--- config.mk ---
export PLATFORM = sky130hd
export DESIGN_NAME = c_token_lexer
export DESIGN_NICKNAME = d
export VERILOG_FILES = /design/src/rtl/ctl_pkg.sv /design/src/rtl/ctl_match.sv /design/src/rtl/c_token_lexer.sv
export SDC_FILE = /design/constraint.sdc
export NUM_CORES = 1
export LEC_CHECK = 0
export BUFFER_PORTS_ARGS = -buffer_cell sky130_fd_sc_hd__clkbuf_2
export CAP_MARGIN = 5
export CORE_UTILIZATION = 50
export CTS_CLUSTER_DIAMETER = 30
export DETAILED_ROUTE_END_ITERATION = 10
export PLACE_DENSITY_LB_ADDON = 0.08
export SETUP_SLACK_MARGIN = 0.5
export SLEW_MARGIN = 40
export SYNTH_ARGS = -nofsm -noshare
export SYNTH_HDL_FRONTEND = slang
export SYNTH_SLANG_ARGS = --single-unit
--- constraint.sdc ---
create_clock -name clk_i -period 26.9 [get_ports clk_i]
set_input_delay 5.38 -clock clk_i [delete_from_list [all_inputs] [get_ports clk_i]]
set_output_delay 5.38 -clock clk_i [all_outputs]
set_load 0.1 [all_outputs]
--- src/rtl/ctl_pkg.sv ---
`timescale 1ns / 1ps
`default_nettype none
// ---------------------------------------------------------------------------
// C token lexer package
// Shared types, class codes and token tables for the byte-serial lexer.
// ---------------------------------------------------------------------------
package ctl_pkg;

  typedef enum logic [2:0] {
    CLS_NUMBER  = 3'd0,
    CLS_KEYWORD = 3'd1,
    CLS_IDENT   = 3'd2,
    CLS_OPER    = 3'd3,
    CLS_BADOP   = 3'd4,
    CLS_SPECIAL = 3'd5,
    CLS_COMMENT = 3'd6
  } tok_class_e;

  typedef enum logic [2:0] {
    MODE_IDLE  = 3'd0,
    MODE_NUM   = 3'd1,
    MODE_WORD  = 3'd2,
    MODE_OPS   = 3'd3,
    MODE_LINE  = 3'd4,
    MODE_BLOCK = 3'd5,
    MODE_STAR  = 3'd6
  } scan_mode_e;

  localparam int unsigned MaxTokenChars = 8;
  localparam int unsigned NumKeywords   = 32;
  localparam int unsigned NumOperators  = 27;

  typedef struct packed {
    logic       end_of_text;
    logic [7:0] ch;
  } in_item_t;

  typedef struct packed {
    logic        last;
    logic [7:0]  token_length;
    logic [63:0] token_text;
    logic [7:0]  code;
    logic [31:0] number_value;
    logic [2:0]  token_class;
  } out_item_t;

  // Result of a table match.
  typedef struct packed {
    logic       hit;
    logic [7:0] idx;
  } match_t;

  // Keyword texts, first character in the low byte, with lengths.
  function automatic logic [63:0] kw_text(input logic [4:0] i);
    logic [63:0] t;
    t = '0;
    case (i)
      5'd0:  t = 64'h6F747561;
      5'd1:  t = 64'h6B61657262;
      5'd2:  t = 64'h65736163;
      5'd3:  t = 64'h72616863;
      5'd4:  t = 64'h74736E6F63;
      5'd5:  t = 64'h65756E69746E6F63;
      5'd6:  t = 64'h746C7561666564;
      5'd7:  t = 64'h6F64;
      5'd8:  t = 64'h656C62756F64;
      5'd9:  t = 64'h65736C65;
      5'd10: t = 64'h6D756E65;
      5'd11: t = 64'h6E7265747865;
      5'd12: t = 64'h74616F6C66;
      5'd13: t = 64'h726F66;
      5'd14: t = 64'h6F746F67;
      5'd15: t = 64'h6669;
      5'd16: t = 64'h746E69;
      5'd17: t = 64'h676E6F6C;
      5'd18: t = 64'h7265747369676572;
      5'd19: t = 64'h6E7275746572;
      5'd20: t = 64'h74726F6873;
      5'd21: t = 64'h64656E676973;
      5'd22: t = 64'h666F657A6973;
      5'd23: t = 64'h636974617473;
      5'd24: t = 64'h746375727473;
      5'd25: t = 64'h686374697773;
      5'd26: t = 64'h66656465707974;
      5'd27: t = 64'h6E6F696E75;
      5'd28: t = 64'h64656E6769736E75;
      5'd29: t = 64'h64696F76;
      5'd30: t = 64'h656C6974616C6F76;
      5'd31: t = 64'h656C696877;
      default: t = '0;
    endcase
    return t;
  endfunction

  function automatic logic [7:0] kw_len(input logic [4:0] i);
    logic [7:0] n;
    n = 8'd0;
    case (i)
      5'd7, 5'd15: n = 8'd2;
      5'd13, 5'd16: n = 8'd3;
      5'd0, 5'd2, 5'd3, 5'd9, 5'd10, 5'd14, 5'd17, 5'd29: n = 8'd4;
      5'd1, 5'd4, 5'd12, 5'd20, 5'd27, 5'd31: n = 8'd5;
      5'd8, 5'd11, 5'd19, 5'd21, 5'd22, 5'd23, 5'd24, 5'd25: n = 8'd6;
      5'd6, 5'd26: n = 8'd7;
      5'd5, 5'd18, 5'd28, 5'd30: n = 8'd8;
      default: n = 8'd0;
    endcase
    return n;
  endfunction

  // Operator texts; the entries holding '%' can never be matched.
  function automatic logic [15:0] op_text(input logic [4:0] i);
    logic [15:0] t;
    t = '0;
    case (i)
      5'd0:  t = 16'h002B;
      5'd1:  t = 16'h002D;
      5'd2:  t = 16'h002A;
      5'd3:  t = 16'h002F;
      5'd4:  t = 16'h0025;
      5'd5:  t = 16'h003D;
      5'd6:  t = 16'h0021;
      5'd7:  t = 16'h0026;
      5'd8:  t = 16'h007C;
      5'd9:  t = 16'h005E;
      5'd10: t = 16'h003E;
      5'd11: t = 16'h003C;
      5'd12: t = 16'h3D2B;
      5'd13: t = 16'h3D2D;
      5'd14: t = 16'h3D2A;
      5'd15: t = 16'h3D2F;
      5'd16: t = 16'h3D25;
      5'd17: t = 16'h3D3D;
      5'd18: t = 16'h3D21;
      5'd19: t = 16'h3D3E;
      5'd20: t = 16'h3D3C;
      5'd21: t = 16'h2626;
      5'd22: t = 16'h7C7C;
      5'd23: t = 16'h3C3C;
      5'd24: t = 16'h3E3E;
      5'd25: t = 16'h2B2B;
      5'd26: t = 16'h2D2D;
      default: t = '0;
    endcase
    return t;
  endfunction

endpackage
`default_nettype wire

--- src/rtl/ctl_match.sv ---
`timescale 1ns / 1ps
`default_nettype none
// ---------------------------------------------------------------------------
// C token lexer table match
// Parallel compare of the pending token against the keyword and operator
// tables.
// ---------------------------------------------------------------------------
module ctl_match (
  input  logic [63:0]     text_i,
  input  logic [7:0]      len_i,
  output ctl_pkg::match_t kw_o,
  output ctl_pkg::match_t op_o
);
  import ctl_pkg::*;

  // Keyword compare: full length and packed text must agree.
  always_comb begin
    kw_o = '0;
    for (int i = NumKeywords - 1; i >= 0; i--) begin
      if (len_i == kw_len(5'(i)) && text_i == kw_text(5'(i))) begin
        kw_o.hit = 1'b1;
        kw_o.idx = 8'(i);
      end
    end
  end

  // Operator compare: single-byte entries have a zero high byte.
  always_comb begin
    logic [7:0]  olen;
    logic [15:0] otxt;
    op_o = '0;
    for (int i = NumOperators - 1; i >= 0; i--) begin
      otxt = op_text(5'(i));
      olen = (otxt[15:8] == 8'd0) ? 8'd1 : 8'd2;
      if (len_i == olen && text_i == {48'd0, otxt}) begin
        op_o.hit = 1'b1;
        op_o.idx = 8'(i);
      end
    end
  end

endmodule
`default_nettype wire

--- src/rtl/c_token_lexer.sv ---
`timescale 1ns / 1ps
`default_nettype none
// ---------------------------------------------------------------------------
// C token lexer
// Byte-serial classifier of C source text into numbers, keywords,
// identifiers, operators, invalid operators, special symbols and line-comment characters.
// ---------------------------------------------------------------------------
// Channel  Direction  Payload     Handshake
// in       input      in_item_t   in_valid_i / in_ready_o
// out      output     out_item_t  out_valid_o / out_ready_i
//
// One byte is taken every cycle while the queue has room; the scan state
// updates in the cycle of the transfer and up to two results go into a
// two-entry output queue, the first offered in the cycle after the transfer.
// A byte is taken only when the queue has room for two results after any
// transfer out in the same cycle, so a single waiting result with the output
// side stalled holds the input.
// Reset returns the scanner to idle and empties the queue.
// ---------------------------------------------------------------------------
module c_token_lexer (
  input  logic               clk_i,
  input  logic               rst_ni,
  input  logic               in_valid_i,
  output logic               in_ready_o,
  input  ctl_pkg::in_item_t  in_data_i,
  output logic               out_valid_o,
  input  logic               out_ready_i,
  output ctl_pkg::out_item_t out_data_o
);
  import ctl_pkg::*;

  scan_mode_e  mode_q, mode_d;
  logic [31:0] acc_q, acc_d;
  logic [63:0] buf_q, buf_d;
  logic [7:0]  len_q, len_d;

  out_item_t   q0_q, q1_q, q0_d, q1_d;
  logic [1:0]  cnt_q, cnt_d;

  match_t      kw, op;
  logic        accept, pop;
  logic [7:0]  c;
  logic        is_dig, is_alp, is_op, is_ws;
  out_item_t   r0, r1;
  logic [1:0]  nres;

  ctl_match u_match (
    .text_i (buf_q),
    .len_i  (len_q),
    .kw_o   (kw),
    .op_o   (op)
  );

  assign in_ready_o  = (cnt_q == 2'd0) || (cnt_q == 2'd1 && out_ready_i)
                       || (cnt_q == 2'd2 && out_ready_i && 1'b0);
  assign accept      = in_valid_i && in_ready_o;
  assign out_valid_o = (cnt_q != 2'd0);
  assign pop         = out_valid_o && out_ready_i;
  assign out_data_o  = q0_q;

  assign c      = in_data_i.ch;
  assign is_dig = (c >= 8'd48) && (c <= 8'd57);
  assign is_alp = ((c >= 8'h41) && (c <= 8'h5A)) || ((c >= 8'h61) && (c <= 8'h7A));
  assign is_op  = (c inside {8'h2B, 8'h2D, 8'h2A, 8'h2F, 8'h3D, 8'h3E, 8'h3C,
                             8'h21, 8'h26, 8'h7C, 8'h5E});
  assign is_ws  = (c inside {8'h20, 8'h09, 8'h0A});

  // Scan step: flush of the pending run, then handling of the byte itself.
  always_comb begin
    logic       pend, ext, do_flush, fl_emit;
    out_item_t  fr, br;
    logic       b_emit;
    scan_mode_e fl_mode, mode_b;
    logic [2:0] idx;

    mode_d = mode_q; acc_d = acc_q; buf_d = buf_q; len_d = len_q;
    r0 = '0; r1 = '0; nres = 2'd0;
    fr = '0; br = '0; b_emit = 1'b0; fl_emit = 1'b0; fl_mode = MODE_IDLE;
    idx = len_q[2:0];

    pend = (mode_q == MODE_NUM) || (mode_q == MODE_WORD) || (mode_q == MODE_OPS);
    case (mode_q)
      MODE_NUM:  ext = is_dig;
      MODE_WORD: ext = is_dig || is_alp || c == 8'h5F || c == 8'h24;
      MODE_OPS:  ext = is_op;
      default:   ext = 1'b0;
    endcase

    // Flushed token of the pending run.
    fr.token_text   = buf_q;
    fr.token_length = len_q;
    case (mode_q)
      MODE_NUM: begin
        fl_emit = 1'b1; fr.token_class = CLS_NUMBER; fr.number_value = acc_q;
      end
      MODE_WORD: begin
        fl_emit = 1'b1;
        fr.token_class = kw.hit ? CLS_KEYWORD : CLS_IDENT;
        fr.code = kw.hit ? kw.idx : 8'd0;
      end
      MODE_OPS: begin
        if (op.hit) begin
          fl_emit = 1'b1; fr.token_class = CLS_OPER; fr.code = op.idx;
        end else if (len_q == 8'd2 && buf_q == 64'h2F2F) begin
          fl_mode = MODE_LINE;
        end else if (len_q == 8'd2 && buf_q == 64'h2A2F) begin
          fl_mode = MODE_BLOCK;
        end else begin
          fl_emit = 1'b1; fr.token_class = CLS_BADOP;
        end
      end
      default: fl_mode = MODE_IDLE;
    endcase

    if (accept) begin
      if (in_data_i.end_of_text) begin
        if (pend && fl_emit) begin
          r0 = fr; nres = 2'd1;
        end
        mode_d = MODE_IDLE; acc_d = '0; buf_d = '0; len_d = '0;
      end else if (pend && ext) begin
        // Extend the current run.
        if (len_q < 8'(MaxTokenChars)) buf_d[idx*8 +: 8] = c;
        if (len_q != 8'hFF) len_d = len_q + 8'd1;
        if (mode_q == MODE_NUM) acc_d = (acc_q << 3) + (acc_q << 1) + {24'd0, c} - 32'd48;
      end else begin
        do_flush = pend;
        mode_b   = do_flush ? fl_mode : mode_q;
        br.token_text   = {56'd0, c};
        br.token_length = 8'd1;
        br.code         = c;
        mode_d = mode_b; acc_d = '0; buf_d = '0; len_d = '0;
        case (mode_b)
          MODE_LINE: begin
            if (c == 8'h0A) mode_d = MODE_IDLE;
            else begin b_emit = 1'b1; br.token_class = CLS_COMMENT; end
          end
          MODE_BLOCK: if (c == 8'h2A) mode_d = MODE_STAR;
          MODE_STAR: begin
            if (c == 8'h2F) mode_d = MODE_IDLE;
            else if (c != 8'h2A) mode_d = MODE_BLOCK;
          end
          default: begin
            mode_d = MODE_IDLE;
            if (is_dig) begin
              mode_d = MODE_NUM; acc_d = {24'd0, c} - 32'd48;
              buf_d = {56'd0, c}; len_d = 8'd1;
            end else if (is_alp) begin
              mode_d = MODE_WORD; buf_d = {56'd0, c}; len_d = 8'd1;
            end else if (is_op) begin
              mode_d = MODE_OPS; buf_d = {56'd0, c}; len_d = 8'd1;
            end else if (!is_ws) begin
              b_emit = 1'b1; br.token_class = CLS_SPECIAL;
            end
          end
        endcase
        if (do_flush && fl_emit) begin
          r0 = fr;
          if (b_emit) begin r1 = br; nres = 2'd2; end
          else nres = 2'd1;
        end else if (b_emit) begin
          r0 = br; nres = 2'd1;
        end
      end
      if (nres == 2'd1) r0.last = 1'b1;
      if (nres == 2'd2) r1.last = 1'b1;
    end
  end

  // Output queue: pop from the head, then append new results.
  always_comb begin
    out_item_t a0, a1;
    logic [1:0] n;
    a0 = q0_q; a1 = q1_q; n = cnt_q;
    if (pop) begin a0 = q1_q; n = cnt_q - 2'd1; end
    q0_d = a0; q1_d = a1;
    case (n)
      2'd0: begin
        if (nres != 2'd0) q0_d = r0;
        if (nres == 2'd2) q1_d = r1;
      end
      2'd1: if (nres != 2'd0) q1_d = r0;
      default: q1_d = a1;
    endcase
    cnt_d = n + nres;
  end

  always_ff @(posedge clk_i or negedge rst_ni) begin
    if (!rst_ni) begin
      mode_q <= MODE_IDLE;
      acc_q  <= '0;
      buf_q  <= '0;
      len_q  <= '0;
      cnt_q  <= 2'd0;
    end else begin
      mode_q <= mode_d;
      acc_q  <= acc_d;
      buf_q  <= buf_d;
      len_q  <= len_d;
      cnt_q  <= cnt_d;
    end
  end

  always_ff @(posedge clk_i) begin
    q0_q <= q0_d;
    q1_q <= q1_d;
  end

`ifndef SYNTHESIS
  a_cnt_range: assert property (@(posedge clk_i) disable iff (!rst_ni)
    cnt_q != 2'd3) else $error("output queue overflow");
  a_no_take_full: assert property (@(posedge clk_i) disable iff (!rst_ni)
    cnt_q == 2'd2 |-> !in_ready_o) else $error("input taken with full queue");
  a_eot_idle: assert property (@(posedge clk_i) disable iff (!rst_ni)
    accept && in_data_i.end_of_text |=> mode_q == MODE_IDLE && len_q == 8'd0)
    else $error("end of text did not reset the scanner");
`endif

endmodule
`default_nettype wire
==> flow_summary_export.csv <==
group,metric,value,unit
floorplanning,dieArea,42400,sq um
global_route,grt_pass1_vias,18087,
timing,finalCriticalPeriod,11450,ps
synth,synth_seq_cells,341,
synth,synth_top_area_frac,0.168,
floorplanning,start_util,0.508,
setup_path,reg2reg_depth,14,
power,leakage,9.67,nW
timing,worst_pin_slew,875,ps
route,drt_iter0_drc,1517,
timing,tns,0,ps
global_route,busiest_layer,"met2",
floorplanning,ios,131,
power,vdd_ir_drop_max,0.135,mV
route,ant_nets,0,
synth,yosys.area_share.simple,0.240,
synth,synthAdderAreaFrac,0.0642,
floorplanning,core-area,40900,sq um
synth,async_reset_ff_frac,0.320,
global_route,grt_use_met1,0.424,
global_route,grt_pass1_wl,107,mm
hold_path,min_from,"acc_q[23]",
synth,synth-edff-count,116,
clock_tree,cts.sinks,341,
timing,fmax,87.3,MHz
synth,syn_avg_cell_area,9.46,sq um
synth,synth_compound_area_frac,0.159,
setup_path,ff2ff_setup_slack,20780,ps
cells_and_area,final_cell_mix,"o21ai_0 (158), nand3_1 (142), clkbuf_2 (129), inv_1 (122)",
synth,synth_area,20800,sq um
route,via_count,18368,
timing,fin_worst_skew,31.3,ps
setup_path,worstPathMaxFanout,3,
synth,synth_ff_type,"edfxtp_1",
setup_path,r2r-end,"q1_q[72]",
setup_path,crit_start,"out_ready_i",
cells_and_area,fillers,3527,
timing,worst_slack,15450,ps
place,place_inst,2728,
timing,relSlewSlack,0.411,
route,dr.pass1.iters,5,
route,post_drt_wl_per_cell,24.2,um
synth,synth_warnings,0,
setup_path,required,21520,ps
synth,netlist_instances,2195,
setup_path,endpoint,"in_ready_o",
clock_tree,h-tree-depth,3,
global_route,track_usage,0.332,
clock_tree,worst_skew_pair.late_latency,630,ps
global_route,grt_overflow,0,
timing,setup_viol,0,
floorplanning,die-width,206,um
cells_and_area,layout_commonest_cell,"o21ai_0",
synth,synth_top_family_by_area,"simple AND/OR/NAND/NOR gates",
synth,muxShareOfSynthArea,0.0555,
place,place_ws,15450,ps
timing,rsz0062_at_grt,"no",
power,powerDensity,136,nW/um^2
global_route,grtUsageMet2,0.541,
route,viasPerCell,6.38,
synth,synthesis.nets,2311,
timing,period_share,0.426,
place,place_congestion,0.999,
cells_and_area,diodes,0,
setup_path,reg2reg_from,"buf_q[22]",
route,drt_wl_total,69.7,mm
cells_and_area,final_cells,2881,
floorplanning,die_y,206,um
setup_path,criticalPathCategory,"input pin to primary output",
global_route,antenna_found_initial,2,
setup_path,start_kind,"input pin",
clock_tree,cts_buffers,82,
cells_and_area,num-nets-final,2396,
floorplanning,rows,74,
hold_path,hp-class,"flop to flop",
route,drc,0,
clock_tree,clockRootBuffer,"clkbuf_16",
synth,synth_xor_area_frac,0.0135,
synth,synth_top_area_cell,"edfxtp_1",
cells_and_area,drive_above_1_share,0.161,
clock_tree,clk_pin_slew_worst_paths,40,ps
power,power.total,0.00333,W
place,portBuffers,130,
global_route,grt_max_degree,105,
timing,slew_violations,0,
cells_and_area,area_delta_synth_final,18.1,%
clock_tree,cts-resized-gates,0,
flow_run,max_cap_viol_count,0,
setup_path,end_kind,"primary output",
synth,synth_cell_types,111,
synth,synth_area_leaders,"edfxtp_1 (17%), dfrtp_1 (13%), dfxtp_1 (11%)",
clock_tree,post_cts_buffers,0,
global_route,grt_use_met3,0.0573,
cells_and_area,final_cell_area,24500,sq um
place,placed_area,21700,sq um
clock_tree,ctsHoldBuffers,0,
synth,ys_seq_area_frac,0.411,
setup_path,crit_arrival,6070,ps
clock_tree,cts_tree,"yes",
status,status,"completed",
timing,hold_viol,0,
place,dp_hpwl,48.4,mm
clock_tree,clock_path_buffers,3,
power by group:
part	internal, W	switching (W)	leakage [nW]
Combinational	0.000415	0.00121	4.79
Clock	0.000647	0.000331	1.32
Sequential	0.000646	0.0000849	3.56
Total	0.00171	0.00162	9.67
sequential cells by signal, summed over array words and instances, names as in the netlist:
name,count
out_data_o,116
q1_q,116
buf_q,64
acc_q,32
len_q,8
mode_q,3
cnt_q,2
layer usage:
metal / vias to the layer above / wire length [um]
met5: - / 0
met4: 0 / 3420
met3: 197 / 3930
met2: 704 / 33100
met1: 9001 / 29300
li1: 8466 / -
logic make-up (layout without fill, tap and decap cells):
logic type,Yosys count,count (layout)
multiplexers,115,115
AO/OA/AOI/OAI,486,486
buffers and inverters,282,436
XOR/XNOR,32,32
flip-flops,341,341
adder cells (fa/ha/maj),103,103
AND/OR/NAND/NOR,836,836
synthesized netlist by cell type, types with 45 or more instances:
cell type and n:
nor2_1 115, dfrtp_1 109, nor4_1 63, edfxtp_1 116, ha_1 97, dfxtp_1 116, nand2_1 108, o21ai_0 159
and2_1 77, inv_1 122, nor3_1 45, a22o_1 48, a21oi_1 65, mux2i_1 114, clkbuf_1 116, nand3_1 142
through the flow:
step           utilization  hold slack [ps]
4_1_cts              0.599              494
3_5_place_dp         0.531              481
3_3_place_gp         0.529              472
6_report             0.600              488
5_1_grt              0.600              514
2_1_floorplan            -              461
worst max-delay path: stages:
cell and delay [ps]:
clkbuf_2 90, nand2_1 50, nand2_1 90, clkbuf_2 460
area by class of cell:
type	instances	area (sq um)	area share
Sequential cell	341	8530	0.348
Inverter	122	458	0.0187
Clock buffer	103	2210	0.0901
Clock inverter	50	572	0.0233
Multi-Input combinational cell	1572	11200	0.455
Timing Repair Buffer	161	923	0.0376
Tap cell	532	666	0.0271
how the worst min path moves through the flow:
stage	to	slack [ps]	depth (start not counted)
final	out_data_o[26]	490	2
after global routing	out_data_o[29]	510	2
after CTS	out_data_o[26]	490	2
after detailed placement	out_data_o[23]	480	2
after global placement	out_data_o[17]	470	2
after floorplan	out_data_o[10]	460	2
Note: power is estimated with default switching activity, not from simulation.
